==> src/rtl/priority_ready_list_manager_assert.svh <==
// ----------------------------------------------------------------------------
// Assertion macros for the priority ready list manager
// Concurrent checks, compiled out for synthesis.
// ----------------------------------------------------------------------------
`ifndef PRIORITY_READY_LIST_MANAGER_ASSERT_SVH
`define PRIORITY_READY_LIST_MANAGER_ASSERT_SVH

`ifndef SYNTHESIS

// a in one cycle implies b in the same cycle
`define PRLM_ASSERT_IMPL(lbl, clk, rstn, a, b) \
  lbl: assert property (@(posedge clk) disable iff (!rstn) (a) |-> (b)) \
    else $error("assertion failed: implication");

// a in one cycle implies b in the next cycle
`define PRLM_ASSERT_NEXT(lbl, clk, rstn, a, b) \
  lbl: assert property (@(posedge clk) disable iff (!rstn) (a) |=> (b)) \
    else $error("assertion failed: next-cycle implication");

`else

`define PRLM_ASSERT_IMPL(lbl, clk, rstn, a, b)
`define PRLM_ASSERT_NEXT(lbl, clk, rstn, a, b)

`endif

`endif

==> src/rtl/prlm_pkg.sv <==
// ----------------------------------------------------------------------------
// prlm_pkg
// Types and constants shared by the ready list manager modules.
// ----------------------------------------------------------------------------
`timescale 1ns / 1ps

package prlm_pkg;

  localparam logic [6:0] NO_TASK = 7'd64;

  localparam logic [2:0] CMD_INS_AUTO = 3'd0;
  localparam logic [2:0] CMD_INS_HEAD = 3'd1;
  localparam logic [2:0] CMD_INS_TAIL = 3'd2;
  localparam logic [2:0] CMD_REMOVE   = 3'd3;
  localparam logic [2:0] CMD_ROTATE   = 3'd4;
  localparam logic [2:0] CMD_SCHED    = 3'd5;

  localparam logic [1:0] STS_OK     = 2'd0;
  localparam logic [1:0] STS_QUEUED = 2'd1;
  localparam logic [1:0] STS_NOTQ   = 2'd2;

  typedef struct packed {
    logic [2:0] cmd;
    logic [5:0] task_id;
    logic [4:0] task_prio;
    logic [4:0] current_prio;
    logic [6:0] current_task;
  } in_t;

  typedef struct packed {
    logic [6:0] next_task;
    logic [4:0] next_prio;
    logic       switch_needed;
    logic [1:0] status;
  } out_t;

  typedef enum logic [2:0] {
    ST_IDLE,
    ST_DISPATCH,
    ST_TWAIT,
    ST_LWAIT,
    ST_NWAIT,
    ST_WR1,
    ST_WR2,
    ST_DONE
  } state_t;

  typedef enum logic [2:0] {
    OP_NONE,
    OP_INS,
    OP_REM,
    OP_ROT,
    OP_SCH
  } op_t;

  typedef struct packed {
    logic acc;
    logic disp;
    logic tcap;
    logic lcap;
    logic ncap;
    logic wr1;
    logic wr2;
    logic res;
  } ctl_cmd_t;

  typedef struct packed {
    op_t  op;
    logic cnt_lt2;
    logic cnt_zero;
  } dp_sts_t;

endpackage

==> src/rtl/prlm_ram.sv <==
// ----------------------------------------------------------------------------
// prlm_ram
// Generic single write, single read RAM with registered read data.
// ----------------------------------------------------------------------------
`timescale 1ns / 1ps

module prlm_ram #(
  parameter int WIDTH = 8,
  parameter int DEPTH = 32
) (
  input  logic                     clk,
  input  logic                     we,
  input  logic [$clog2(DEPTH)-1:0] waddr,
  input  logic [WIDTH-1:0]         wdata,
  input  logic [$clog2(DEPTH)-1:0] raddr,
  output logic [WIDTH-1:0]         rdata_r
);

  logic [WIDTH-1:0] mem_r [DEPTH];

  always_ff @(posedge clk) begin
    if (we) begin
      mem_r[waddr] <= wdata;
    end
    rdata_r <= mem_r[raddr];
  end

endmodule

==> src/rtl/prlm_ctrl.sv <==
// ----------------------------------------------------------------------------
// prlm_ctrl
// Command sequencer: reads, link writes and result strobe per transaction.
// ----------------------------------------------------------------------------
`timescale 1ns / 1ps
`include "priority_ready_list_manager_assert.svh"

module prlm_ctrl (
  input  logic               clk,
  input  logic               rst_n,
  input  logic               start,
  output logic               busy,
  input  prlm_pkg::dp_sts_t  sts,
  output prlm_pkg::ctl_cmd_t cmd
);

  prlm_pkg::state_t state_r, state_nxt;

  always_ff @(posedge clk) begin
    if (!rst_n) begin
      state_r <= prlm_pkg::ST_IDLE;
    end else begin
      state_r <= state_nxt;
    end
  end

  always_comb begin
    state_nxt = state_r;
    unique case (state_r)
      prlm_pkg::ST_IDLE: begin
        if (start) begin
          state_nxt = prlm_pkg::ST_DISPATCH;
        end
      end
      prlm_pkg::ST_DISPATCH: begin
        if (sts.op == prlm_pkg::OP_NONE) begin
          state_nxt = prlm_pkg::ST_DONE;
        end else if (sts.op == prlm_pkg::OP_REM) begin
          state_nxt = prlm_pkg::ST_TWAIT;
        end else begin
          state_nxt = prlm_pkg::ST_LWAIT;
        end
      end
      prlm_pkg::ST_TWAIT: state_nxt = prlm_pkg::ST_LWAIT;
      prlm_pkg::ST_LWAIT: begin
        priority if (sts.op == prlm_pkg::OP_SCH) begin
          state_nxt = prlm_pkg::ST_DONE;
        end else if (sts.op == prlm_pkg::OP_ROT) begin
          state_nxt = sts.cnt_lt2 ? prlm_pkg::ST_DONE : prlm_pkg::ST_NWAIT;
        end else begin
          state_nxt = prlm_pkg::ST_WR1;
        end
      end
      prlm_pkg::ST_NWAIT: state_nxt = prlm_pkg::ST_WR1;
      prlm_pkg::ST_WR1: begin
        if ((sts.op == prlm_pkg::OP_INS && !sts.cnt_zero) || sts.op == prlm_pkg::OP_ROT) begin
          state_nxt = prlm_pkg::ST_WR2;
        end else begin
          state_nxt = prlm_pkg::ST_DONE;
        end
      end
      prlm_pkg::ST_WR2: state_nxt = prlm_pkg::ST_DONE;
      prlm_pkg::ST_DONE: state_nxt = prlm_pkg::ST_IDLE;
      default: state_nxt = prlm_pkg::ST_IDLE;
    endcase
  end

  always_comb begin
    busy     = (state_r != prlm_pkg::ST_IDLE);
    cmd      = '0;
    cmd.acc  = (state_r == prlm_pkg::ST_IDLE) && start;
    cmd.disp = (state_r == prlm_pkg::ST_DISPATCH);
    cmd.tcap = (state_r == prlm_pkg::ST_TWAIT);
    cmd.lcap = (state_r == prlm_pkg::ST_LWAIT);
    cmd.ncap = (state_r == prlm_pkg::ST_NWAIT);
    cmd.wr1  = (state_r == prlm_pkg::ST_WR1);
    cmd.wr2  = (state_r == prlm_pkg::ST_WR2);
    cmd.res  = (state_r == prlm_pkg::ST_DONE);
  end

  `PRLM_ASSERT_NEXT(a_acc_disp, clk, rst_n, cmd.acc, state_r == prlm_pkg::ST_DISPATCH)
  `PRLM_ASSERT_IMPL(a_wr2_after_wr1, clk, rst_n, state_r == prlm_pkg::ST_WR2, $past(state_r) == prlm_pkg::ST_WR1)
  `PRLM_ASSERT_NEXT(a_done_idle, clk, rst_n, state_r == prlm_pkg::ST_DONE, state_r == prlm_pkg::ST_IDLE)

endmodule

==> src/rtl/prlm_dp.sv <==
// ----------------------------------------------------------------------------
// prlm_dp
// Datapath: link and list RAMs, ready bitmap, queued flags, result register.
// ----------------------------------------------------------------------------
`timescale 1ns / 1ps

module prlm_dp #(
  parameter int PRIO_LEVELS = 32,
  parameter int MAX_TASKS   = 64
) (
  input  logic               clk,
  input  logic               rst_n,
  input  prlm_pkg::in_t      in_data,
  input  prlm_pkg::ctl_cmd_t cmd,
  output prlm_pkg::dp_sts_t  sts,
  output logic               out_valid,
  output prlm_pkg::out_t     out_data
);

  localparam int LVL_DEPTH  = (PRIO_LEVELS < 32) ? PRIO_LEVELS : 32;
  localparam int LAW        = $clog2(LVL_DEPTH);
  localparam int TASK_DEPTH = (MAX_TASKS < 64) ? MAX_TASKS : 64;
  localparam int TAW        = $clog2(TASK_DEPTH);
  localparam int CW         = $clog2(TASK_DEPTH + 1);
  localparam int LW         = 14 + CW;

  prlm_pkg::in_t   in_r;
  prlm_pkg::op_t   op_r, op_c;
  logic [1:0]      st_r, st_c;
  logic            any_r;
  logic [4:0]      prio_r, enc;
  logic [LAW-1:0]  lst_a_r, lst_raddr;
  logic [6:0]      h_r, t_r, p_r, n_r;
  logic [CW-1:0]   c_r;
  logic [LVL_DEPTH-1:0]  bitmap_r;
  logic [TASK_DEPTH-1:0] queued_r;
  prlm_pkg::out_t  out_r;
  logic            out_valid_r;

  logic            id_ok, lv_ok, queued, at_tail;
  logic [TAW-1:0]  id_a;
  logic [LAW-1:0]  lv_a;
  logic [6:0]      id7;

  logic [LW-1:0]   lst_rd, lst_wd;
  logic            lst_we;
  logic [6:0]      lh, lt;
  logic [CW-1:0]   lc;
  logic            lst_vld;

  logic [6:0]      nxt_rd, prv_rd, nxt_wd, prv_wd;
  logic [4:0]      lvl_rd;
  logic            nxt_we, prv_we, lvl_we;
  logic [TAW-1:0]  nxt_wa, prv_wa, nxt_ra;

  logic [6:0]      res_task;

  assign id_ok   = {1'b0, in_r.task_id} < 7'(TASK_DEPTH);
  assign lv_ok   = {1'b0, in_r.task_prio} < 6'(LVL_DEPTH);
  assign id_a    = in_r.task_id[TAW-1:0];
  assign lv_a    = in_r.task_prio[LAW-1:0];
  assign id7     = {1'b0, in_r.task_id};
  assign queued  = id_ok && queued_r[id_a];
  assign at_tail = (in_r.cmd == prlm_pkg::CMD_INS_TAIL) ||
                   (in_r.cmd == prlm_pkg::CMD_INS_AUTO && in_r.task_prio == in_r.current_prio);

  always_comb begin
    op_c = prlm_pkg::OP_NONE;
    st_c = prlm_pkg::STS_OK;
    unique case (in_r.cmd)
      prlm_pkg::CMD_INS_AUTO, prlm_pkg::CMD_INS_HEAD, prlm_pkg::CMD_INS_TAIL: begin
        priority if (!id_ok) begin
          st_c = prlm_pkg::STS_NOTQ;
        end else if (queued) begin
          st_c = prlm_pkg::STS_QUEUED;
        end else if (lv_ok) begin
          op_c = prlm_pkg::OP_INS;
        end
      end
      prlm_pkg::CMD_REMOVE: begin
        if (!queued) begin
          st_c = prlm_pkg::STS_NOTQ;
        end else begin
          op_c = prlm_pkg::OP_REM;
        end
      end
      prlm_pkg::CMD_ROTATE: begin
        if (lv_ok) begin
          op_c = prlm_pkg::OP_ROT;
        end
      end
      prlm_pkg::CMD_SCHED: op_c = prlm_pkg::OP_SCH;
      default: op_c = prlm_pkg::OP_NONE;
    endcase
  end

  always_comb begin
    enc = '0;
    for (int i = LVL_DEPTH - 1; i >= 0; i--) begin
      if (bitmap_r[i]) begin
        enc = 5'(i);
      end
    end
  end

  // list RAM word: head, tail, count; a level with a clear bitmap bit is empty
  assign lst_vld = bitmap_r[lst_a_r];
  assign lh = lst_vld ? lst_rd[LW-1 -: 7] : prlm_pkg::NO_TASK;
  assign lt = lst_vld ? lst_rd[LW-8 -: 7] : prlm_pkg::NO_TASK;
  assign lc = lst_vld ? lst_rd[CW-1:0] : '0;

  always_comb begin
    priority if (cmd.disp) begin
      lst_raddr = (op_c == prlm_pkg::OP_SCH) ? enc[LAW-1:0] : lv_a;
    end else if (cmd.tcap) begin
      lst_raddr = lvl_rd[LAW-1:0];
    end else begin
      lst_raddr = lst_a_r;
    end
  end

  assign nxt_ra = cmd.lcap ? lh[TAW-1:0] : id_a;

  always_comb begin
    nxt_we = 1'b0;
    nxt_wa = id_a;
    nxt_wd = prlm_pkg::NO_TASK;
    prv_we = 1'b0;
    prv_wa = id_a;
    prv_wd = prlm_pkg::NO_TASK;
    lvl_we = 1'b0;
    lst_we = 1'b0;
    lst_wd = {h_r, t_r, c_r};
    if (cmd.wr1) begin
      unique case (op_r)
        prlm_pkg::OP_INS: begin
          nxt_we = 1'b1;
          nxt_wd = (at_tail || c_r == '0) ? prlm_pkg::NO_TASK : h_r;
          prv_we = 1'b1;
          prv_wd = (!at_tail || c_r == '0) ? prlm_pkg::NO_TASK : t_r;
          lvl_we = 1'b1;
          lst_we = 1'b1;
          lst_wd = {(at_tail && c_r != '0) ? h_r : id7,
                    (!at_tail && c_r != '0) ? t_r : id7,
                    CW'(c_r + 1'b1)};
        end
        prlm_pkg::OP_REM: begin
          nxt_we = !p_r[6];
          nxt_wa = p_r[TAW-1:0];
          nxt_wd = n_r;
          prv_we = !n_r[6];
          prv_wa = n_r[TAW-1:0];
          prv_wd = p_r;
          lst_we = 1'b1;
          lst_wd = {p_r[6] ? n_r : h_r, n_r[6] ? p_r : t_r, CW'(c_r - 1'b1)};
        end
        prlm_pkg::OP_ROT: begin
          nxt_we = 1'b1;
          nxt_wa = h_r[TAW-1:0];
          prv_we = 1'b1;
          prv_wa = n_r[TAW-1:0];
          lst_we = 1'b1;
          lst_wd = {n_r, h_r, c_r};
        end
        default: ;
      endcase
    end else if (cmd.wr2) begin
      if (op_r == prlm_pkg::OP_ROT) begin
        nxt_we = 1'b1;
        nxt_wa = t_r[TAW-1:0];
        nxt_wd = h_r;
        prv_we = 1'b1;
        prv_wa = h_r[TAW-1:0];
        prv_wd = t_r;
      end else if (at_tail) begin
        nxt_we = 1'b1;
        nxt_wa = t_r[TAW-1:0];
        nxt_wd = id7;
      end else begin
        prv_we = 1'b1;
        prv_wa = h_r[TAW-1:0];
        prv_wd = id7;
      end
    end
  end

  prlm_ram #(.WIDTH(LW), .DEPTH(LVL_DEPTH)) u_lst_ram (
    .clk     (clk),
    .we      (lst_we),
    .waddr   (lst_a_r),
    .wdata   (lst_wd),
    .raddr   (lst_raddr),
    .rdata_r (lst_rd)
  );

  prlm_ram #(.WIDTH(7), .DEPTH(TASK_DEPTH)) u_nxt_ram (
    .clk     (clk),
    .we      (nxt_we),
    .waddr   (nxt_wa),
    .wdata   (nxt_wd),
    .raddr   (nxt_ra),
    .rdata_r (nxt_rd)
  );

  prlm_ram #(.WIDTH(7), .DEPTH(TASK_DEPTH)) u_prv_ram (
    .clk     (clk),
    .we      (prv_we),
    .waddr   (prv_wa),
    .wdata   (prv_wd),
    .raddr   (id_a),
    .rdata_r (prv_rd)
  );

  prlm_ram #(.WIDTH(5), .DEPTH(TASK_DEPTH)) u_lvl_ram (
    .clk     (clk),
    .we      (lvl_we),
    .waddr   (id_a),
    .wdata   (in_r.task_prio),
    .raddr   (id_a),
    .rdata_r (lvl_rd)
  );

  always_ff @(posedge clk) begin
    if (cmd.acc) begin
      in_r <= in_data;
    end
    if (cmd.disp) begin
      op_r   <= op_c;
      st_r   <= st_c;
      any_r  <= |bitmap_r;
      prio_r <= enc;
    end
    if (cmd.disp || cmd.tcap) begin
      lst_a_r <= lst_raddr;
    end
    if (cmd.tcap) begin
      p_r <= prv_rd;
      n_r <= nxt_rd;
    end
    if (cmd.lcap) begin
      h_r <= lh;
      t_r <= lt;
      c_r <= lc;
    end
    if (cmd.ncap) begin
      n_r <= nxt_rd;
    end
    if (cmd.res) begin
      out_r <= '{next_task: res_task,
                 next_prio: (op_r == prlm_pkg::OP_SCH && any_r) ? prio_r : 5'd0,
                 switch_needed: (op_r == prlm_pkg::OP_SCH) &&
                                (res_task != in_r.current_task),
                 status: st_r};
    end
  end

  assign res_task = (op_r == prlm_pkg::OP_SCH && any_r) ? h_r : prlm_pkg::NO_TASK;

  always_ff @(posedge clk) begin
    if (!rst_n) begin
      bitmap_r    <= '0;
      queued_r    <= '0;
      out_valid_r <= 1'b0;
    end else begin
      out_valid_r <= cmd.res;
      if (cmd.wr1 && op_r == prlm_pkg::OP_INS) begin
        bitmap_r[lst_a_r] <= 1'b1;
        queued_r[id_a]    <= 1'b1;
      end else if (cmd.wr1 && op_r == prlm_pkg::OP_REM) begin
        queued_r[id_a] <= 1'b0;
        if (c_r == CW'(1)) begin
          bitmap_r[lst_a_r] <= 1'b0;
        end
      end
    end
  end

  assign sts.op       = cmd.disp ? op_c : op_r;
  assign sts.cnt_lt2  = lc < CW'(2);
  assign sts.cnt_zero = (c_r == '0);
  assign out_valid    = out_valid_r;
  assign out_data     = out_r;

endmodule

==> src/rtl/priority_ready_list_manager.sv <==
// ----------------------------------------------------------------------------
// priority_ready_list_manager
// Per-level doubly linked ready lists with bitmap lookup for scheduling.
// ----------------------------------------------------------------------------
//  channel  ports                    handshake
//  input    in_data                  start & !busy
//  result   out_data                 out_valid, one cycle
//
//  The result strobe follows acceptance once the registered RAM read round
//  trips (task links, then level list) and the link writes that the command
//  needs are done; two link writes share the next/prev link RAM write ports
//  in turn. busy stays high until the strobe cycle; reset clears the sequencer
//  state, ready bitmap, queued flags and out_valid, not the RAMs or data registers.
//  The receiver cannot stall; a result is valid for a single cycle.
// ----------------------------------------------------------------------------
`timescale 1ns / 1ps

module priority_ready_list_manager #(
  parameter int PRIO_LEVELS = 32,
  parameter int MAX_TASKS   = 64
) (
  input  logic           clk,
  input  logic           rst_n,
  input  logic           start,
  output logic           busy,
  input  prlm_pkg::in_t  in_data,
  output logic           out_valid,
  output prlm_pkg::out_t out_data
);

  prlm_pkg::ctl_cmd_t cmd;
  prlm_pkg::dp_sts_t  sts;

  prlm_ctrl u_ctrl (
    .clk   (clk),
    .rst_n (rst_n),
    .start (start),
    .busy  (busy),
    .sts   (sts),
    .cmd   (cmd)
  );

  prlm_dp #(
    .PRIO_LEVELS (PRIO_LEVELS),
    .MAX_TASKS   (MAX_TASKS)
  ) u_dp (
    .clk       (clk),
    .rst_n     (rst_n),
    .in_data   (in_data),
    .cmd       (cmd),
    .sts       (sts),
    .out_valid (out_valid),
    .out_data  (out_data)
  );

endmodule
==> config.mk <==
export PLATFORM = sky130hd
export DESIGN_NAME = priority_ready_list_manager
export DESIGN_NICKNAME = d
export VERILOG_FILES = /design/src/rtl/prlm_pkg.sv /design/src/rtl/prlm_ram.sv /design/src/rtl/prlm_ctrl.sv /design/src/rtl/prlm_dp.sv /design/src/rtl/priority_ready_list_manager.sv
export VERILOG_INCLUDE_DIRS = /design/src /design/src/rtl
export SDC_FILE = /design/constraint.sdc
export NUM_CORES = 2
export LEC_CHECK = 0
export BUFFER_PORTS_ARGS = -buffer_cell sky130_fd_sc_hd__buf_2
export CORE_ASPECT_RATIO = 0.5
export CORE_MARGIN = 10
export CORE_UTILIZATION = 30
export DETAILED_ROUTE_END_ITERATION = 7
export PLACE_DENSITY = 0.49
export SETUP_SLACK_MARGIN = 0.15
export SYNTH_ARGS = -nofsm -noshare
export SYNTH_HDL_FRONTEND = slang
export SYNTH_HIERARCHICAL = 1
export SYNTH_SLANG_ARGS = --single-unit
==> constraint.sdc <==
create_clock -name clk -period 7.85 [get_ports clk]
set_input_delay 0.785 -clock clk [delete_from_list [all_inputs] [get_ports clk]]
set_output_delay 0.785 -clock clk [all_outputs]
set_load 0.005 [all_outputs]
==> results.md <==
* Distinct cells, synth at 86
* DP HPWL at 134 mm
* Die ar. at 308,000 um2
* Yosys top cell by area: edfxtp_1
* Core area at 283,000 um2
* Critical path origin: u_dp/op_r[1]
* CTS H-tree depth at 4
* Maximum VDD drop at 0.000238 V
* Startpoint types: flop
* CP max stage cell: nor2b_1
* Hold_buf cts at 0
* DR DRC count at 0
* Worst R2R End: u_dp/u_prv_ram/mem_r[13][1]
* Metal-1 WL at 98.3 mm
* CP dominant cell by count: nor2b_1
* Routability cong. at 0.832
* Synth warn at 6
* Most frequent cells in the layout: 1,977 x edfxtp_1, 432 x mux2i_1, 305 x mux4_2
* Ys async rst share at 0
* Initial Util at 0.302
* Kind of critical path: flop to flop
* Crit. End Element: flop
* Port bufs at 45
* WL met3 at 12.2 mm
* First-pass GRT wire length at 324 mm
* RSZ-0062 raised after global routing: no
* R2R setup slack at 2.83 ns
* Routed met2 length at 104 mm
* Clk root buf: clkbuf_16
* Reg2Reg Depth at 9
* CTS tree: yes
* Slew headroom at 0.182
* I/O pin count at 46
* Horiz. Die Dim at 774 um
* MaxCap Viol Count at 0
* CP Capture Point: u_dp/u_prv_ram/mem_r[13][1]
* Seq/Total Area, Yosys at 0.729
* Post-Route Utilization at 0.342
* Filler cells at 26,500
* Fin. max-slew vios at 0
* Clk_lat worst skew at 0.86 ns
* Sink Count at 2,120
* Setup_tns at 0 ns
* DP Area at 90,100 um2
* Row count at 138
* Mapped Cells at 4,865
* Synthesized cell area at 85,400 um2
* Endpoints failing hold at 0
* DIE HEIGHT at 397 um
* Post-DR vias/cell at 5.09
* Total buffers and inverters traversed by the critical path at 1
* Post-CTS Setup Inserts at 0
* Hold slack at 0.104 ns
* 1st-iter DRT viols at 4,381
* Fin crit share at 0.639
* Synth Area per Inst at 17.6 um2
* DRT Pass-1 Iters at 6
* Synth Flop Type: edfxtp_1
* Crit path largest cell delay at 0.86 ns
* CTS resizes at 0
* CTS max path bufs at 4
* Setup Skew at 0.0710 ns
* Number of global-route vias before repair at 46,000
* Final instance area at 96,800 um2
* Total CTS buffers at 209
* CP Depth at 9
* Worst Path Required at 8.27 ns
* Synth area leaders: edfxtp_1 70%, mux4_2 8.0%, mux2i_1 5.1%
* Clock period minus worst slack at 5.02 ns
* Via count at 45,400
* PD cells at 291 nW/um2
* Hold Path Depth at 1
* Largest net degree at the start of global routing at 111
* Status: finished clean
* # nets final at 4,993
* Top sig layer: met5
* EDFF count, synth at 1,977
* Share of cells above drive strength 1 at 0.176
* Hold Crit Class: primary input to flop
* Leakage at 31.5 nW
* Drt wl/cell at 24.8 um
* Clock slew at reported path FFs at 0.07 ns
* Commonest non-fill, non-tap cell in the layout: edfxtp_1
* Reg area at 62,200 um2
* Total wire length at 221 mm
* Synth top area share at 0.695
* F_max at 199 MHz
* CP Cell Sequence: nor2b_1 > and2_1 > o31ai_2 > mux2_2 > a221oi_1 > buf_4 > nor2b_1 > nand3_1 > nor2_1
* Routed Antenna Nets at 0
* Layout area overhead at 13.4%
* Worst-path fanout max at 17
* Multi-input combinational cell area at 21,700 um2
* Worst-Margin Slew at 1.22 ns
* GRT Overall Usage at 0.138
* Initial antenna violation count at 9
* Arrival @ worst endpoint at 5.44 ns
* Syn nets at 4,897
* Synthesized flop and latch total at 2,120
* Top delay family on crit path: simple AND/OR/NAND/NOR gates
* Grt total ovfl at 0
* Worst reg2reg path startpoint: u_dp/op_r[1]
* Count of final setup violators at 0
-- report_power, final --
part	internal [W]	switching, W	total (W)
Sequential	0.0127	0.000341	0.0131
Clock	0.00572	0.00420	0.00992
Combinational	0.00182	0.00333	0.00515
Total	0.0203	0.00787	0.0281
-- worst min-delay path by stage --
stage                          to                 startpoint
CTS                 u_dp/in_r[11]                in_data[11]
global route        u_dp/in_r[11]                in_data[11]
global placement      u_dp/p_r[5]  u_dp/u_prv_ram/rdata_r[5]
detailed placement    u_dp/p_r[5]  u_dp/u_prv_ram/rdata_r[5]
floorplan             u_dp/n_r[0]  u_dp/u_nxt_ram/rdata_r[0]
finish              u_dp/in_r[11]                in_data[11]
-- cells in the mapped netlist (all sizes together) (8+ instances only) --
cell,count
o21ai,67
a221o,13
inv,33
or3,18
a21o,9
a22o,55
and2,39
nor3,74
nand2b,35
o22ai,43
dfxtp,143
nand3b,22
xnor2,11
a211oi,19
o31ai,47
nor3b,16
or3b,10
edfxtp,1977
mux4,320
nor2,330
o211ai,28
a221oi,9
nor4,16
mux2,21
a21boi,23
clkbuf,137
mux2i,432
a31oi,44
and3,8
nand4,29
nor2b,72
buf,150
o221ai,26
a21oi,88
a22oi,113
nand3,128
nand2,183
-- stage by stage --
stage,cells,total power (W),setup WS (ns)
5_1_grt,8903,0.0292,2.52
6_report,8905,0.0281,2.83
2_1_floorplan,4865,0.0167,2.20
3_5_place_dp,8530,0.0185,2.94
3_3_place_gp,8530,0.0184,3.13
4_1_cts,8900,0.0284,2.90
-- area by class of cell --
class,instances,share of cell area
Sequential cell,2120,0.643
Multi-Input combinational cell,2422,0.225
Clock buffer,258,0.0573
Tap cell,3780,0.0488
Timing Repair Buffer,173,0.0133
Clock inverter,112,0.0118
Inverter,35,0.00136
Antenna cell,5,0.000129
-- per-layer routing --
metal  vias up  track usage
met3       329       0.0238
li1      19800            -
met4         2       0.0370
met2      1356        0.225
met1     23900        0.191
met5         -            0
-- sequential cells by signal, summed over array words and instances (netlist names), 15 cells and up, named ones only --
signal and flops:
u_dp/u_lst_ram/rdata_r 21, u_dp/u_lst_ram/mem_r 672, u_dp/out_data 15, u_dp/u_prv_ram/mem_r 448, u_dp/in_r 15, u_dp/u_lvl_ram/mem_r 320
u_dp/u_nxt_ram/mem_r 448
-- kinds of logic after synthesis --
family / Yosys count / share of synthesized area
AO/OA/AOI/OAI: 619 / 0.0511
XOR/XNOR: 17 / 0.00174
adder cells (fa/ha/maj): 3 / 0.000440
buffers and inverters: 323 / 0.0215
flip-flops: 2120 / 0.729
multiplexers: 773 / 0.138
AND/OR/NAND/NOR: 1010 / 0.0580
Power figures use the tool's default switching activity.
